## src/hdl/bdr_pkg.sv

```systemverilog
// ----------------------------------------------------------------------------
// bdr_pkg
// shared types and constants for the button debounce and repeat unit
// ----------------------------------------------------------------------------
package bdr_pkg;

   // button slots as indexed on the per-button lines
   localparam int NUM_LINES = 3;
   localparam int BTN_OK    = 0;
   localparam int BTN_DOWN  = 1;
   localparam int BTN_UP    = 2;

   // parameter defaults
   localparam int NUM_BUTTONS_DEFAULT = 3;
   localparam int COUNT_BITS_DEFAULT  = 16;

   // configuration port
   localparam int CSR_INDEX_BITS = 4;
   localparam int CSR_DATA_BITS  = 16;
   localparam int TICK_BITS      = 16;
   localparam int ENABLE_BITS    = 2;

   localparam logic [CSR_INDEX_BITS-1:0] CSR_DEBOUNCE_TICKS = CSR_INDEX_BITS'(0);
   localparam logic [CSR_INDEX_BITS-1:0] CSR_HOLD_TICKS     = CSR_INDEX_BITS'(1);
   localparam logic [CSR_INDEX_BITS-1:0] CSR_REPEAT_TICKS   = CSR_INDEX_BITS'(2);
   localparam logic [CSR_INDEX_BITS-1:0] CSR_REPEAT_ENABLE  = CSR_INDEX_BITS'(3);

   // reset values, sized for a 10 ms tick
   localparam logic [TICK_BITS-1:0]   DEBOUNCE_TICKS_RESET = TICK_BITS'(8);
   localparam logic [TICK_BITS-1:0]   HOLD_TICKS_RESET     = TICK_BITS'(50);
   localparam logic [TICK_BITS-1:0]   REPEAT_TICKS_RESET   = TICK_BITS'(10);
   localparam logic [ENABLE_BITS-1:0] REPEAT_ENABLE_RESET  = ENABLE_BITS'(0);

   typedef struct packed {
      logic ok_level;
      logic down_level;
      logic up_level;
   } bdr_req_type;

   typedef struct packed {
      logic ok_pressed;
      logic down_pressed;
      logic up_pressed;
      logic ok_held;
      logic down_held;
      logic up_held;
   } bdr_rsp_type;

   typedef struct packed {
      logic [TICK_BITS-1:0]   debounce_ticks;
      logic [TICK_BITS-1:0]   hold_ticks;
      logic [TICK_BITS-1:0]   repeat_ticks;
      logic [ENABLE_BITS-1:0] repeat_enable;
   } bdr_cfg_type;

endpackage

```

## src/hdl/button_debounce_repeat_unit.sv

```systemverilog
// ----------------------------------------------------------------------------
// button_debounce_repeat_unit
// debounce and auto-repeat for the ok, down and up buttons
// ----------------------------------------------------------------------------
// usage
//   req_*  : one request per tick, raw active-low levels of ok, down and up
//   rsp_*  : one response per request, pressed and held flags after the tick
//   csr_*  : register writes (0 debounce, 1 hold, 2 repeat ticks, 3 enables),
//            always ready, unchecked: write only while no request is in flight
// latency and throughput
//   the response is valid the cycle after its request is taken; one request
//   per cycle unless stalled, set by the single flag/counter update per button
// reset
//   counters and flags clear, registers load 8 / 50 / 10 ticks, repeat off;
//   a press on the first tick after reset is accepted at once
// stall
//   the flag registers double as the response register, so while a response
//   waits with rsp_ready low, req_ready stays low; the request is taken in the
//   same cycle the waiting response leaves
// ----------------------------------------------------------------------------
module button_debounce_repeat_unit
   import bdr_pkg::*;
#(
   parameter int NUM_BUTTONS = NUM_BUTTONS_DEFAULT,
   parameter int COUNT_BITS  = COUNT_BITS_DEFAULT
) (
   input  logic                      clock,
   input  logic                      reset,
   // tick requests
   input  logic                      req_valid,
   output logic                      req_ready,
   input  bdr_req_type               req_data,
   // responses
   output logic                      rsp_valid,
   input  logic                      rsp_ready,
   output bdr_rsp_type               rsp_data,
   // register writes
   input  logic                      csr_valid,
   output logic                      csr_ready,
   input  logic [CSR_INDEX_BITS-1:0] csr_index,
   input  logic [CSR_DATA_BITS-1:0]  csr_wdata
);

   bdr_cfg_type            cfg;
   logic                   req_take;
   logic                   rsp_valid_ff;
   logic                   rsp_valid_in;
   logic [NUM_BUTTONS-1:0] released;
   logic [NUM_BUTTONS-1:0] may_repeat;
   logic [NUM_BUTTONS-1:0] pressed;
   logic [NUM_BUTTONS-1:0] held;
   logic [NUM_LINES-1:0]   pressed_line;
   logic [NUM_LINES-1:0]   held_line;

   // register file, writes never stall
   assign csr_ready = 1'b1;

   bdr_csr u_csr (
      .clock    (clock),
      .reset    (reset),
      .wr_en    (csr_valid),
      .wr_index (csr_index),
      .wr_data  (csr_wdata),
      .cfg      (cfg)
   );

   // take a request when no response waits or the waiting one leaves now
   assign req_ready = !rsp_valid_ff || rsp_ready;
   assign req_take  = req_valid && req_ready;

   // per-button level and repeat enable; extra buttons read as released
   for (genvar b = 0; b < NUM_BUTTONS; b++) begin : g_btn
      if (b == BTN_OK) begin : g_ok
         assign released[b]   = req_data.ok_level;
         assign may_repeat[b] = 1'b0;              // ok never repeats
      end else if (b == BTN_DOWN) begin : g_down
         assign released[b]   = req_data.down_level;
         assign may_repeat[b] = cfg.repeat_enable[0];
      end else if (b == BTN_UP) begin : g_up
         assign released[b]   = req_data.up_level;
         assign may_repeat[b] = cfg.repeat_enable[1];
      end else begin : g_extra
         assign released[b]   = 1'b1;
         assign may_repeat[b] = 1'b0;
      end

      bdr_button #(
         .COUNT_BITS (COUNT_BITS)
      ) u_button (
         .clock      (clock),
         .reset      (reset),
         .step       (req_take),
         .released   (released[b]),
         .may_repeat (may_repeat[b]),
         .cfg        (cfg),
         .pressed    (pressed[b]),
         .held       (held[b])
      );
   end

   // map buttons onto response lines, missing buttons read as zero
   for (genvar l = 0; l < NUM_LINES; l++) begin : g_line
      if (l < NUM_BUTTONS) begin : g_have
         assign pressed_line[l] = pressed[l];
         assign held_line[l]    = held[l];
      end else begin : g_none
         assign pressed_line[l] = 1'b0;
         assign held_line[l]    = 1'b0;
      end
   end

   // response valid tracks the flag registers
   always_comb begin
      rsp_valid_in = rsp_valid_ff;
      if (req_take) begin
         rsp_valid_in = 1'b1;
      end else if (rsp_ready) begin
         rsp_valid_in = 1'b0;
      end
   end

   always_ff @(posedge clock) begin
      if (reset) begin
         rsp_valid_ff <= 1'b0;
      end else begin
         rsp_valid_ff <= rsp_valid_in;
      end
   end

   assign rsp_valid             = rsp_valid_ff;
   assign rsp_data.ok_pressed   = pressed_line[BTN_OK];
   assign rsp_data.down_pressed = pressed_line[BTN_DOWN];
   assign rsp_data.up_pressed   = pressed_line[BTN_UP];
   assign rsp_data.ok_held      = held_line[BTN_OK];
   assign rsp_data.down_held    = held_line[BTN_DOWN];
   assign rsp_data.up_held      = held_line[BTN_UP];

   a_request_gives_response: assert property (@(posedge clock) disable iff (reset)
      req_take |=> rsp_valid_ff)
      else $error("taken request produced no response");

   a_no_overwrite: assert property (@(posedge clock) disable iff (reset)
      (rsp_valid_ff && !rsp_ready) |-> !req_ready)
      else $error("request taken while a response is stalled");

   a_response_from_request: assert property (@(posedge clock) disable iff (reset)
      $rose(rsp_valid_ff) |-> $past(req_take))
      else $error("response appeared without a request");

endmodule

```

## src/hdl/bdr_csr.sv

```systemverilog
// ----------------------------------------------------------------------------
// bdr_csr
// configuration registers: tick lengths and repeat enables
// ----------------------------------------------------------------------------
module bdr_csr
   import bdr_pkg::*;
(
   input  logic                      clock,
   input  logic                      reset,
   input  logic                      wr_en,
   input  logic [CSR_INDEX_BITS-1:0] wr_index,
   input  logic [CSR_DATA_BITS-1:0]  wr_data,
   output bdr_cfg_type               cfg
);

   bdr_cfg_type cfg_ff;
   bdr_cfg_type cfg_in;

   always_comb begin
      cfg_in = cfg_ff;
      if (wr_en) begin
         case (wr_index)
            CSR_DEBOUNCE_TICKS: cfg_in.debounce_ticks = TICK_BITS'(wr_data);
            CSR_HOLD_TICKS:     cfg_in.hold_ticks     = TICK_BITS'(wr_data);
            CSR_REPEAT_TICKS:   cfg_in.repeat_ticks   = TICK_BITS'(wr_data);
            CSR_REPEAT_ENABLE:  cfg_in.repeat_enable  = wr_data[ENABLE_BITS-1:0];
            default:            cfg_in = cfg_ff;
         endcase
      end
   end

   always_ff @(posedge clock) begin
      if (reset) begin
         cfg_ff.debounce_ticks <= DEBOUNCE_TICKS_RESET;
         cfg_ff.hold_ticks     <= HOLD_TICKS_RESET;
         cfg_ff.repeat_ticks   <= REPEAT_TICKS_RESET;
         cfg_ff.repeat_enable  <= REPEAT_ENABLE_RESET;
      end else begin
         cfg_ff <= cfg_in;
      end
   end

   assign cfg = cfg_ff;

endmodule

```

## src/hdl/bdr_button.sv

```systemverilog
// ----------------------------------------------------------------------------
// bdr_button
// one button: tick counter with held and pressed flags
// ----------------------------------------------------------------------------
module bdr_button
   import bdr_pkg::*;
#(
   parameter int COUNT_BITS = COUNT_BITS_DEFAULT
) (
   input  logic        clock,
   input  logic        reset,
   input  logic        step,
   input  logic        released,
   input  logic        may_repeat,
   input  bdr_cfg_type cfg,
   output logic        pressed,
   output logic        held
);

   logic [COUNT_BITS-1:0] count_ff;
   logic [COUNT_BITS-1:0] count_in;
   logic                  held_ff;
   logic                  held_in;
   logic                  pressed_ff;
   logic                  pressed_in;

   always_comb begin
      count_in   = count_ff;
      held_in    = held_ff;
      pressed_in = pressed_ff;
      if (step) begin
         if (released) begin
            held_in    = 1'b0;
            pressed_in = 1'b0;
            count_in   = COUNT_BITS'(cfg.debounce_ticks);
         end else if (count_ff != '0) begin
            // still debouncing or waiting out hold / repeat delay
            pressed_in = 1'b0;
            count_in   = count_ff - COUNT_BITS'(1);
         end else if (!held_ff) begin
            // first accept of this press
            held_in    = 1'b1;
            pressed_in = 1'b1;
            count_in   = COUNT_BITS'(cfg.hold_ticks);
         end else if (may_repeat) begin
            pressed_in = 1'b1;
            count_in   = COUNT_BITS'(cfg.repeat_ticks);
         end
      end
   end

   always_ff @(posedge clock) begin
      if (reset) begin
         count_ff   <= '0;
         held_ff    <= 1'b0;
         pressed_ff <= 1'b0;
      end else begin
         count_ff   <= count_in;
         held_ff    <= held_in;
         pressed_ff <= pressed_in;
      end
   end

   assign pressed = pressed_ff;
   assign held    = held_ff;

   a_pressed_needs_held: assert property (@(posedge clock) disable iff (reset)
      pressed_ff |-> held_ff)
      else $error("pressed flag set on a button that is not held");

   a_held_drops_on_release: assert property (@(posedge clock) disable iff (reset)
      $fell(held_ff) |-> ($past(step && released) || $past(reset)))
      else $error("held flag cleared without a released level");

endmodule

```

## config.mk

```make
export PLATFORM = sky130hd
export DESIGN_NAME = button_debounce_repeat_unit
export DESIGN_NICKNAME = d
export VERILOG_FILES = /design/src/hdl/bdr_pkg.sv /design/src/hdl/button_debounce_repeat_unit.sv /design/src/hdl/bdr_csr.sv /design/src/hdl/bdr_button.sv
export SDC_FILE = /design/constraint.sdc
export NUM_CORES = 1
export LEC_CHECK = 0
export BUFFER_PORTS_ARGS = -buffer_cell sky130_fd_sc_hd__buf_4
export CELL_PAD_IN_SITES_DETAIL_PLACEMENT = 1
export CELL_PAD_IN_SITES_GLOBAL_PLACEMENT = 2
export CORE_ASPECT_RATIO = 1.25
export CORE_MARGIN = 2
export CORE_UTILIZATION = 38
export DETAILED_ROUTE_END_ITERATION = 6
export HOLD_SLACK_MARGIN = 0.08
export MAX_ROUTING_LAYER = met4
export PLACE_DENSITY = 0.88
export SYNTH_ARGS = -nofsm -noshare
export SYNTH_HDL_FRONTEND = slang
export SYNTH_SLANG_ARGS = --single-unit
```

## constraint.sdc

```tcl
create_clock -name clock -period 2.3 [get_ports clock]
set_clock_uncertainty 0.05 [all_clocks]
set_input_delay 0 -clock clock [delete_from_list [all_inputs] [get_ports clock]]
set_output_delay 0 -clock clock [all_outputs]
set_load 0.01 [all_outputs]
```

==> run metrics, run 1 <==
run status=completed; GRT overflow=0; CP endpoint kind=flop; Final Cycle Share=a little over nine tenths; CTS Sinks=around 110; HPWL Detailed=18000 um; antenna violations before repair=1; Die H=151 um; Hold Crit Class=input pin to flop; worst reg2reg setup slack=between 0.08 and 0.09 ns; clk_lat worst skew=roughly 0.37 ns; WS Path Type=flop to flop; DIE WIDTH=122 um; vias in the first global route=~6900; Max-Cap Viols=0; core area=16900 um^2; count of pins over their slew limit=0; wire per inst=roughly 24 um; leakage power=roughly 2.8 nW; HP Start=req_data[2]; worst slew pin tran=a little over 0.7 ns; Slowest-stage cell, CP=or3b_1; Post-Synthesis Mean Instance Area=roughly 8.2 um^2; Critical Path AT=between 2 and 2.5 ns; cells along the critical path=inv_1 > ha_1 > or3b_1 > nor4b_4 > a21o_4 > a211oi_1 > a311o_2; drt via density=around 6.2; Hold Vio Cnt, Final=0; IO Port Bufs=35; sequential share of the synthesized area=about a third; critical path fanouts, max=12; predominant post-synthesis flop cell=dfxtp_1; leading cell type in the layout, fill and taps excluded=nand2_1; R2R Path End=g_btn[1].u_button.count_ff[3]$_SDFFE_PP0P_; Highest Clock Rate=between 400 and 500 MHz; critical path startpoint=g_btn[1].u_button.count_ff[1]$_SDFFE_PP0P_; fraction of layout cells with a size suffix above 1=around 19%; type of origin of the critical path=flop; CTS max path bufs=2; Final ANT Viol Nets=0; Peak VDD IR=roughly 0.43 mV; Pre-antenna DRT Iters=7; GPL Wtd Cong=0.888; hold path depth=2; Initial DRC Count=about 560; RSZ-0062 raised after global routing=yes; TritonCTS buffer count=9; minimum clock period=approximately 2.2 ns; PwrDens=between 600 and 700 nW/um^2; area delta synth->final=17.3%; setup TNS=0 ns; initial core utilization=about 39%; WHS=about 0.13 ns; register bit total from synthesis=between 100 and 150; Worst Path Required=between 2 and 3 ns; Synth Net Count=approximately 830; total wire length=25700 um; # H-tree levels=3; DRC=0; endpoints failing setup=0; Nets=roughly 890; mapped cell area=around 6600 um^2; most frequent cells in the layout=nand2_1, dfxtp_1, a21oi_1, buf_4, nor2_1; Mapped Cells=798; Die ar.=between 15000 and 20000 um^2; # IOs=37; CTS tree=built; Clock Pin Slew Worst Setup and Hold Paths=~0.080 ns; FFs w/ async S/R, synth=0%; YS warnings=0; GRT Util Overall=just under 30%; r2r worst-path depth=7; std cell rows=53; Netlist cell types=93; Post-synth EDFFs=0; Reg-to-Reg Start=g_btn[1].u_button.count_ff[1]$_SDFFE_PP0P_; largest net degree at the start of global routing=between 50 and 60; Root Driver=clkbuf_16; Hold Path End=g_btn[0].u_button.held$_SDFFE_PP0P_; first-pass GRT wire length=around 40000 um; Vias=about 6700; Slew headroom=a little over half; largest stage delay on the critical path=just over 0.4 ns
[timing repair]
action / in CTS / in global routing
gates resized for setup: 1 / 8
pin swaps: 0 / 5
hold buffers: 26 / 0
setup endpoints to repair: 2 / 24
buffers inserted: 0 / 4
endpoints found under the hold margin: 61 / 0
[metal layers]
| layer | global-route usage (%) | up-vias | share of wire [%] |
|---|---|---|---|
| met2 | 47.9 | 246 | 49 |
| met3 | 3.54 | 59 | 5.4 |
| met1 | 36.6 | 3361 | 41 |
| met5 | - | - | 0 |
| li1 | - | 3064 | - |
| met4 | 15.0 | 0 | 4.5 |
[through the flow]
stage	worst slack, ns	total power, mW	instances	utilization (%)	cell area [um^2]
detailed placement	-0.0109	3.56	1036	41.8	7070
CTS	0.0113	5.21	1078	45.2	7640
finish	0.0840	5.29	1083	45.6	7710
global placement	0.155	3.50	1036	41.8	7070
floorplan	0.212	3.10	798	-	6580
global route	-0.00493	5.50	1083	45.6	7710
[cells by family (layout without fill, tap and decap cells)]
family                   after synthesis  after routing  synth area share, %
other                                  1              2               0.0570
adder cells (fa/ha/maj)                6              6                 1.14
buffers and inverters                 90            154                 7.75
AO/OA/AOI/OAI                        258            258                 28.1
flip-flops                           105            105                 32.0
multiplexers                          39             39                 6.07
XOR/XNOR                               9              9                 1.20
AND/OR/NAND/NOR                      290            290                 23.7
[synthesized netlist by cell type (9+ instances only)]
master    instances  area, um^2
nor2_1           37         139
clkbuf_1         34         128
a211oi_1         12        90.1
nand3_1          20         100
nand2_1         134         503
nor3_1           26         130
o21ai_0          26         130
mux2i_1          32         320
dfxtp_1         105        2100
inv_1            22        82.6
a31oi_1           9        56.3
buf_2            10        50.1
a21oi_1         100         500
o211ai_1         12        90.1
[sequential cells by signal (all words and copies together), names as in the netlist]
name,count
g_btn.u_button.pressed,3
rsp_valid,1
u_csr.cfg,50
g_btn.u_button.held,3
g_btn.u_button.count_ff,48
[worst max-delay path, delay by kind of cell, from the launching register on]
family	cells	cell delay, ns
AND/OR/NAND/NOR	2	0.76
AO/OA/AOI/OAI	3	0.68
adder cells (fa/ha/maj)	1	0.17
buffers and inverters	1	0.12
flip-flops	1	0.33
[report_power, final]
group | total (mW) | internal (mW) | switching (mW)
clock | 1.65 | 0.801 | 0.845
combinational | 1.58 | 0.661 | 0.921
sequential | 2.06 | 1.91 | 0.144
total | 5.29 | 3.38 | 1.91
[how the worst max path moves through the flow]
stage	to	cells past startpoint
final	g_btn[1].u_button.count_ff[3]$_SDFFE_PP0P_	7
after floorplan	g_btn[2].u_button.count_ff[12]$_SDFFE_PP0P_	8
after CTS	g_btn[1].u_button.count_ff[3]$_SDFFE_PP0P_	7
after global routing	g_btn[1].u_button.count_ff[3]$_SDFFE_PP0P_	7
after global placement	g_btn[1].u_button.count_ff[9]$_SDFFE_PP0P_	7
after detailed placement	g_btn[1].u_button.count_ff[9]$_SDFFE_PP0P_	7
[layout make-up]
class / instances / area, um^2
sequential: 105 / 2100
inverter: 24 / 90.1
timing repair buffer: 114 / 937
fill: 2051 / 9200
clock inverter: 5 / 56.3
tap: 220 / 275
clock buffer: 11 / 243
antenna: 1 / 2.50
multi-input combinational: 603 / 4010
Power figures use the tool's default switching activity.
==> run 2: changes to the inputs <==
- ABC_AREA: default -> 1
- CORE_UTILIZATION: 38 -> 33
- PLACE_DENSITY: 0.88 -> 0.86
==> run metrics, run 2 <==
Synth Net Count=1032 (was 832); Internal Power=3.09 mW (was 3.38 mW); run status=completed (unchanged); vias in the first global route=6754 (was 6862); clk_lat worst skew=0.37 ns (about the same); setup slack after layout=0.374 ns (was 0.0840 ns); count leader, synth=nand2_1 (unchanged); Resized Gates After CTS=0 (was 1); leakage power=3.14 nW (was 2.76 nW); pre-CTS WS=0.398 ns (was -0.0109 ns); Die H=158 um (was 151 um); count of pins over their slew limit=0 (unchanged); Clock power frac=33.2% (was 31.1%); mapped cell area=6230 um^2 (was 6580 um^2); Hold Crit Class=input pin to flop (unchanged); Post-synth EDFFs=0 (unchanged); P_sw=1.66 mW (was 1.91 mW); Final Core Density=38.6% (was 45.6%); Nets=1070 (was 891); # IOs=37 (unchanged); Pre-antenna DRT Iters=4 (was 7); design area=7200 um^2 (was 7710 um^2); register bit total from synthesis=105 (unchanged); Slew headroom=57.1% (was 52.4%); sw frac=34.9% (was 36.1%); hold path depth=7 (was 2); Final ANT Viol Nets=0 (unchanged); largest net degree at the start of global routing=45 (was 54); type of origin of the critical path=flop (unchanged); Hold Vio Cnt, Final=0 (unchanged); predominant post-synthesis flop cell=dfxtp_1 (unchanged); Initial DRC Count=341 (was 563); Final Cycle Share=83.8% (was 96.3%); Highest Clock Rate=519 MHz (was 451 MHz); IO Port Bufs=35 (unchanged); Root Driver=clkbuf_16 (unchanged); Mapped Cells=998 (was 798); CP endpoint kind=flop (unchanged); worst reg2reg setup slack=0.37 ns (was 0.08 ns); hold buffers post-CTS=28 (was 26); Peak VDD IR=0.291 mV (was 0.425 mV); CTS max path bufs=2 (unchanged); largest area contributor in the netlist=dfxtp_1 (unchanged); R2R Path End=g_btn[1].u_button.count_ff[12]$_SDFFE_PP0P_ (was g_btn[1].u_button.count_ff[3]$_SDFFE_PP0P_); fraction of layout cells with a size suffix above 1=8.75% (was 19.3%); FFs w/ async S/R, synth=0% (unchanged); worst slew pin tran=0.643 ns (was 0.715 ns); HPWL Detailed=17200 um (was 18000 um); fill cell count=2455 (was 2051); critical path startpoint=g_btn[1].u_button.count_ff[0]$_SDFFE_PP0P_ (was g_btn[1].u_button.count_ff[1]$_SDFFE_PP0P_); Clock Pin Slew Worst Setup and Hold Paths=0.08 ns (about the same); Critical Path AT=2.18 ns (was 2.42 ns); GPL Wtd Cong=0.902 (was 0.888); minimum clock period=1.93 ns (was 2.22 ns); Antenna diodes=0 (was 1); Die ar.=20000 um^2 (was 18400 um^2); wire per inst=18.2 um (was 23.8 um); antenna violations before repair=0 (was 1); most frequent cells in the layout=nand2_1, nor2_1, o21ai_0, dfxtp_1, inv_1 (was nand2_1, dfxtp_1, a21oi_1, buf_4, nor2_1); max reg flops=50 (unchanged); leading cell type in the layout, fill and taps excluded=nand2_1 (unchanged); TritonCTS buffer count=9 (unchanged); PwrDens=659 nW/um^2 (was 685 nW/um^2); # H-tree levels=3 (unchanged); Worst Path Required=2.56 ns (was 2.50 ns); Post-CTS Setup Inserts=0 (unchanged); r2r worst-path depth=12 (was 7); critical path fanouts, max=11 (was 12); initial core utilization=33.5% (was 38.9%); DIE WIDTH=127 um (was 122 um); CTS Sinks=105 (unchanged); sequential fraction of design power=42.7% (was 38.9%); YS warnings=0 (unchanged); GRT Util Overall=24.8% (was 29.7%); ranking of synthesized cells by area=dfxtp_1, nand2_1, nor2_1 (was dfxtp_1, nand2_1, a21oi_1); Post-Place Cell Area=6630 um^2 (was 7070 um^2); Critical Path Sink=g_btn[1].u_button.count_ff[12]$_SDFFE_PP0P_ (was g_btn[1].u_button.count_ff[3]$_SDFFE_PP0P_); top cell type's share of synthesized area=33.7% (was 32.0%); WS Path Type=flop to flop (unchanged); sequential share of the synthesized area=33.7% (was 32.0%); CTS tree=built (unchanged); Netlist cell types=36 (was 93); first-pass GRT wire length=37200 um (was 40000 um); core area=18600 um^2 (was 16900 um^2); setup TNS=0 ns (unchanged); Comb pwr share=24.2% (was 29.9%); GRT overflow=0 (unchanged); total wire length=23200 um (was 25700 um); drt via density=5.13 (was 6.21); Vias=6522 (was 6730); area delta synth->final=15.5% (was 17.3%); Power, Total=4.74 mW (was 5.29 mW); std cell rows=56 (was 53); Post-Synthesis Mean Instance Area=6.25 um^2 (was 8.24 um^2); RSZ-0062 raised after global routing=no (was yes); Max-Cap Viols=0 (unchanged); Reg-to-Reg Start=g_btn[1].u_button.count_ff[0]$_SDFFE_PP0P_ (was g_btn[1].u_button.count_ff[1]$_SDFFE_PP0P_); DRC=0 (unchanged); endpoints failing setup=0 (unchanged); most frequent cells after synthesis=nand2_1, nor2_1, o21ai_0, dfxtp_1, inv_1 (was nand2_1, dfxtp_1, a21oi_1, nor2_1, clkbuf_1)
## run 2: area by class of cell
class / instances / area [um^2] / share of cell area (%)
Inverter: 112 / 423 / 5.87
Sequential cell: 105 / 2100 / 29.2
Timing Repair Buffer: 76 / 653 / 9.07
Multi-Input combinational cell: 732 / 3440 / 47.8
Tap cell: 232 / 290 / 4.03
Clock inverter: 6 / 61.3 / 0.852
Clock buffer: 9 / 225 / 3.13
## run 2: power groups by stage
stage               Combinational [mW]  Sequential, mW  Clock [mW]
detailed placement                1.10            2.07           0
global route                      1.31            2.04        1.66
CTS                               1.15            2.02        1.60
floorplan                        0.807            2.03           0
finish                            1.15            2.02        1.57
global placement                  1.08            2.07           0
## run 2: cell families (layout without fill, tap and decap cells)
logic type | after synthesis | after routing | synth area share, %
simple gates | 475 | 475 | 31.4
compound gates | 229 | 229 | 19.6
buf+inv | 161 | 203 | 11.0
flops | 105 | 105 | 33.7
xor+xnor | 21 | 21 | 2.95
fa+ha+maj | 6 | 6 | 1.20
other cells | 1 | 1 | 0.0601
## run 2: critical path, cell delays in order (launching register included)
cell      delay [ns]
dfxtp_1         0.33
inv_1           0.12
ha_1            0.18
inv_1           0.05
nor2_1          0.08
nand2_1         0.09
nor2_4          0.11
nand3_4         0.12
inv_1           0.31
a21boi_0        0.20
nand2_1         0.11
nor2_1          0.05
nor2_1          0.08
## run 2: worst min-delay path by stage
stage                 startpoint                         end
detailed placement  csr_wdata[3]  u_csr.cfg[37]$_SDFFE_PP1P_
CTS                 csr_index[3]   u_csr.cfg[5]$_SDFFE_PP1P_
global placement    csr_wdata[3]  u_csr.cfg[37]$_SDFFE_PP1P_
finish              csr_index[3]   u_csr.cfg[3]$_SDFFE_PP1P_
floorplan           csr_wdata[3]  u_csr.cfg[37]$_SDFFE_PP1P_
global route        csr_index[3]   u_csr.cfg[3]$_SDFFE_PP1P_
## run 2: per-stage QoR
step | hold slack [ns] | std cells
global route | 0.234 | 1272
detailed placement | 0.175 | 1229
finish | 0.201 | 1272
floorplan | 0.0632 | 998
global placement | 0.176 | 1229
CTS | 0.169 | 1272
## run 2: metal layers
layer	wire, um	GRT usage, %	vias to the layer above	share of wire (%)
li1	-	-	3271	-
met1	10300	29.4	3107	44
met2	11400	43.1	100	49
met3	668	3.08	44	2.9
met4	852	9.37	0	3.7
met5	0	-	-	0
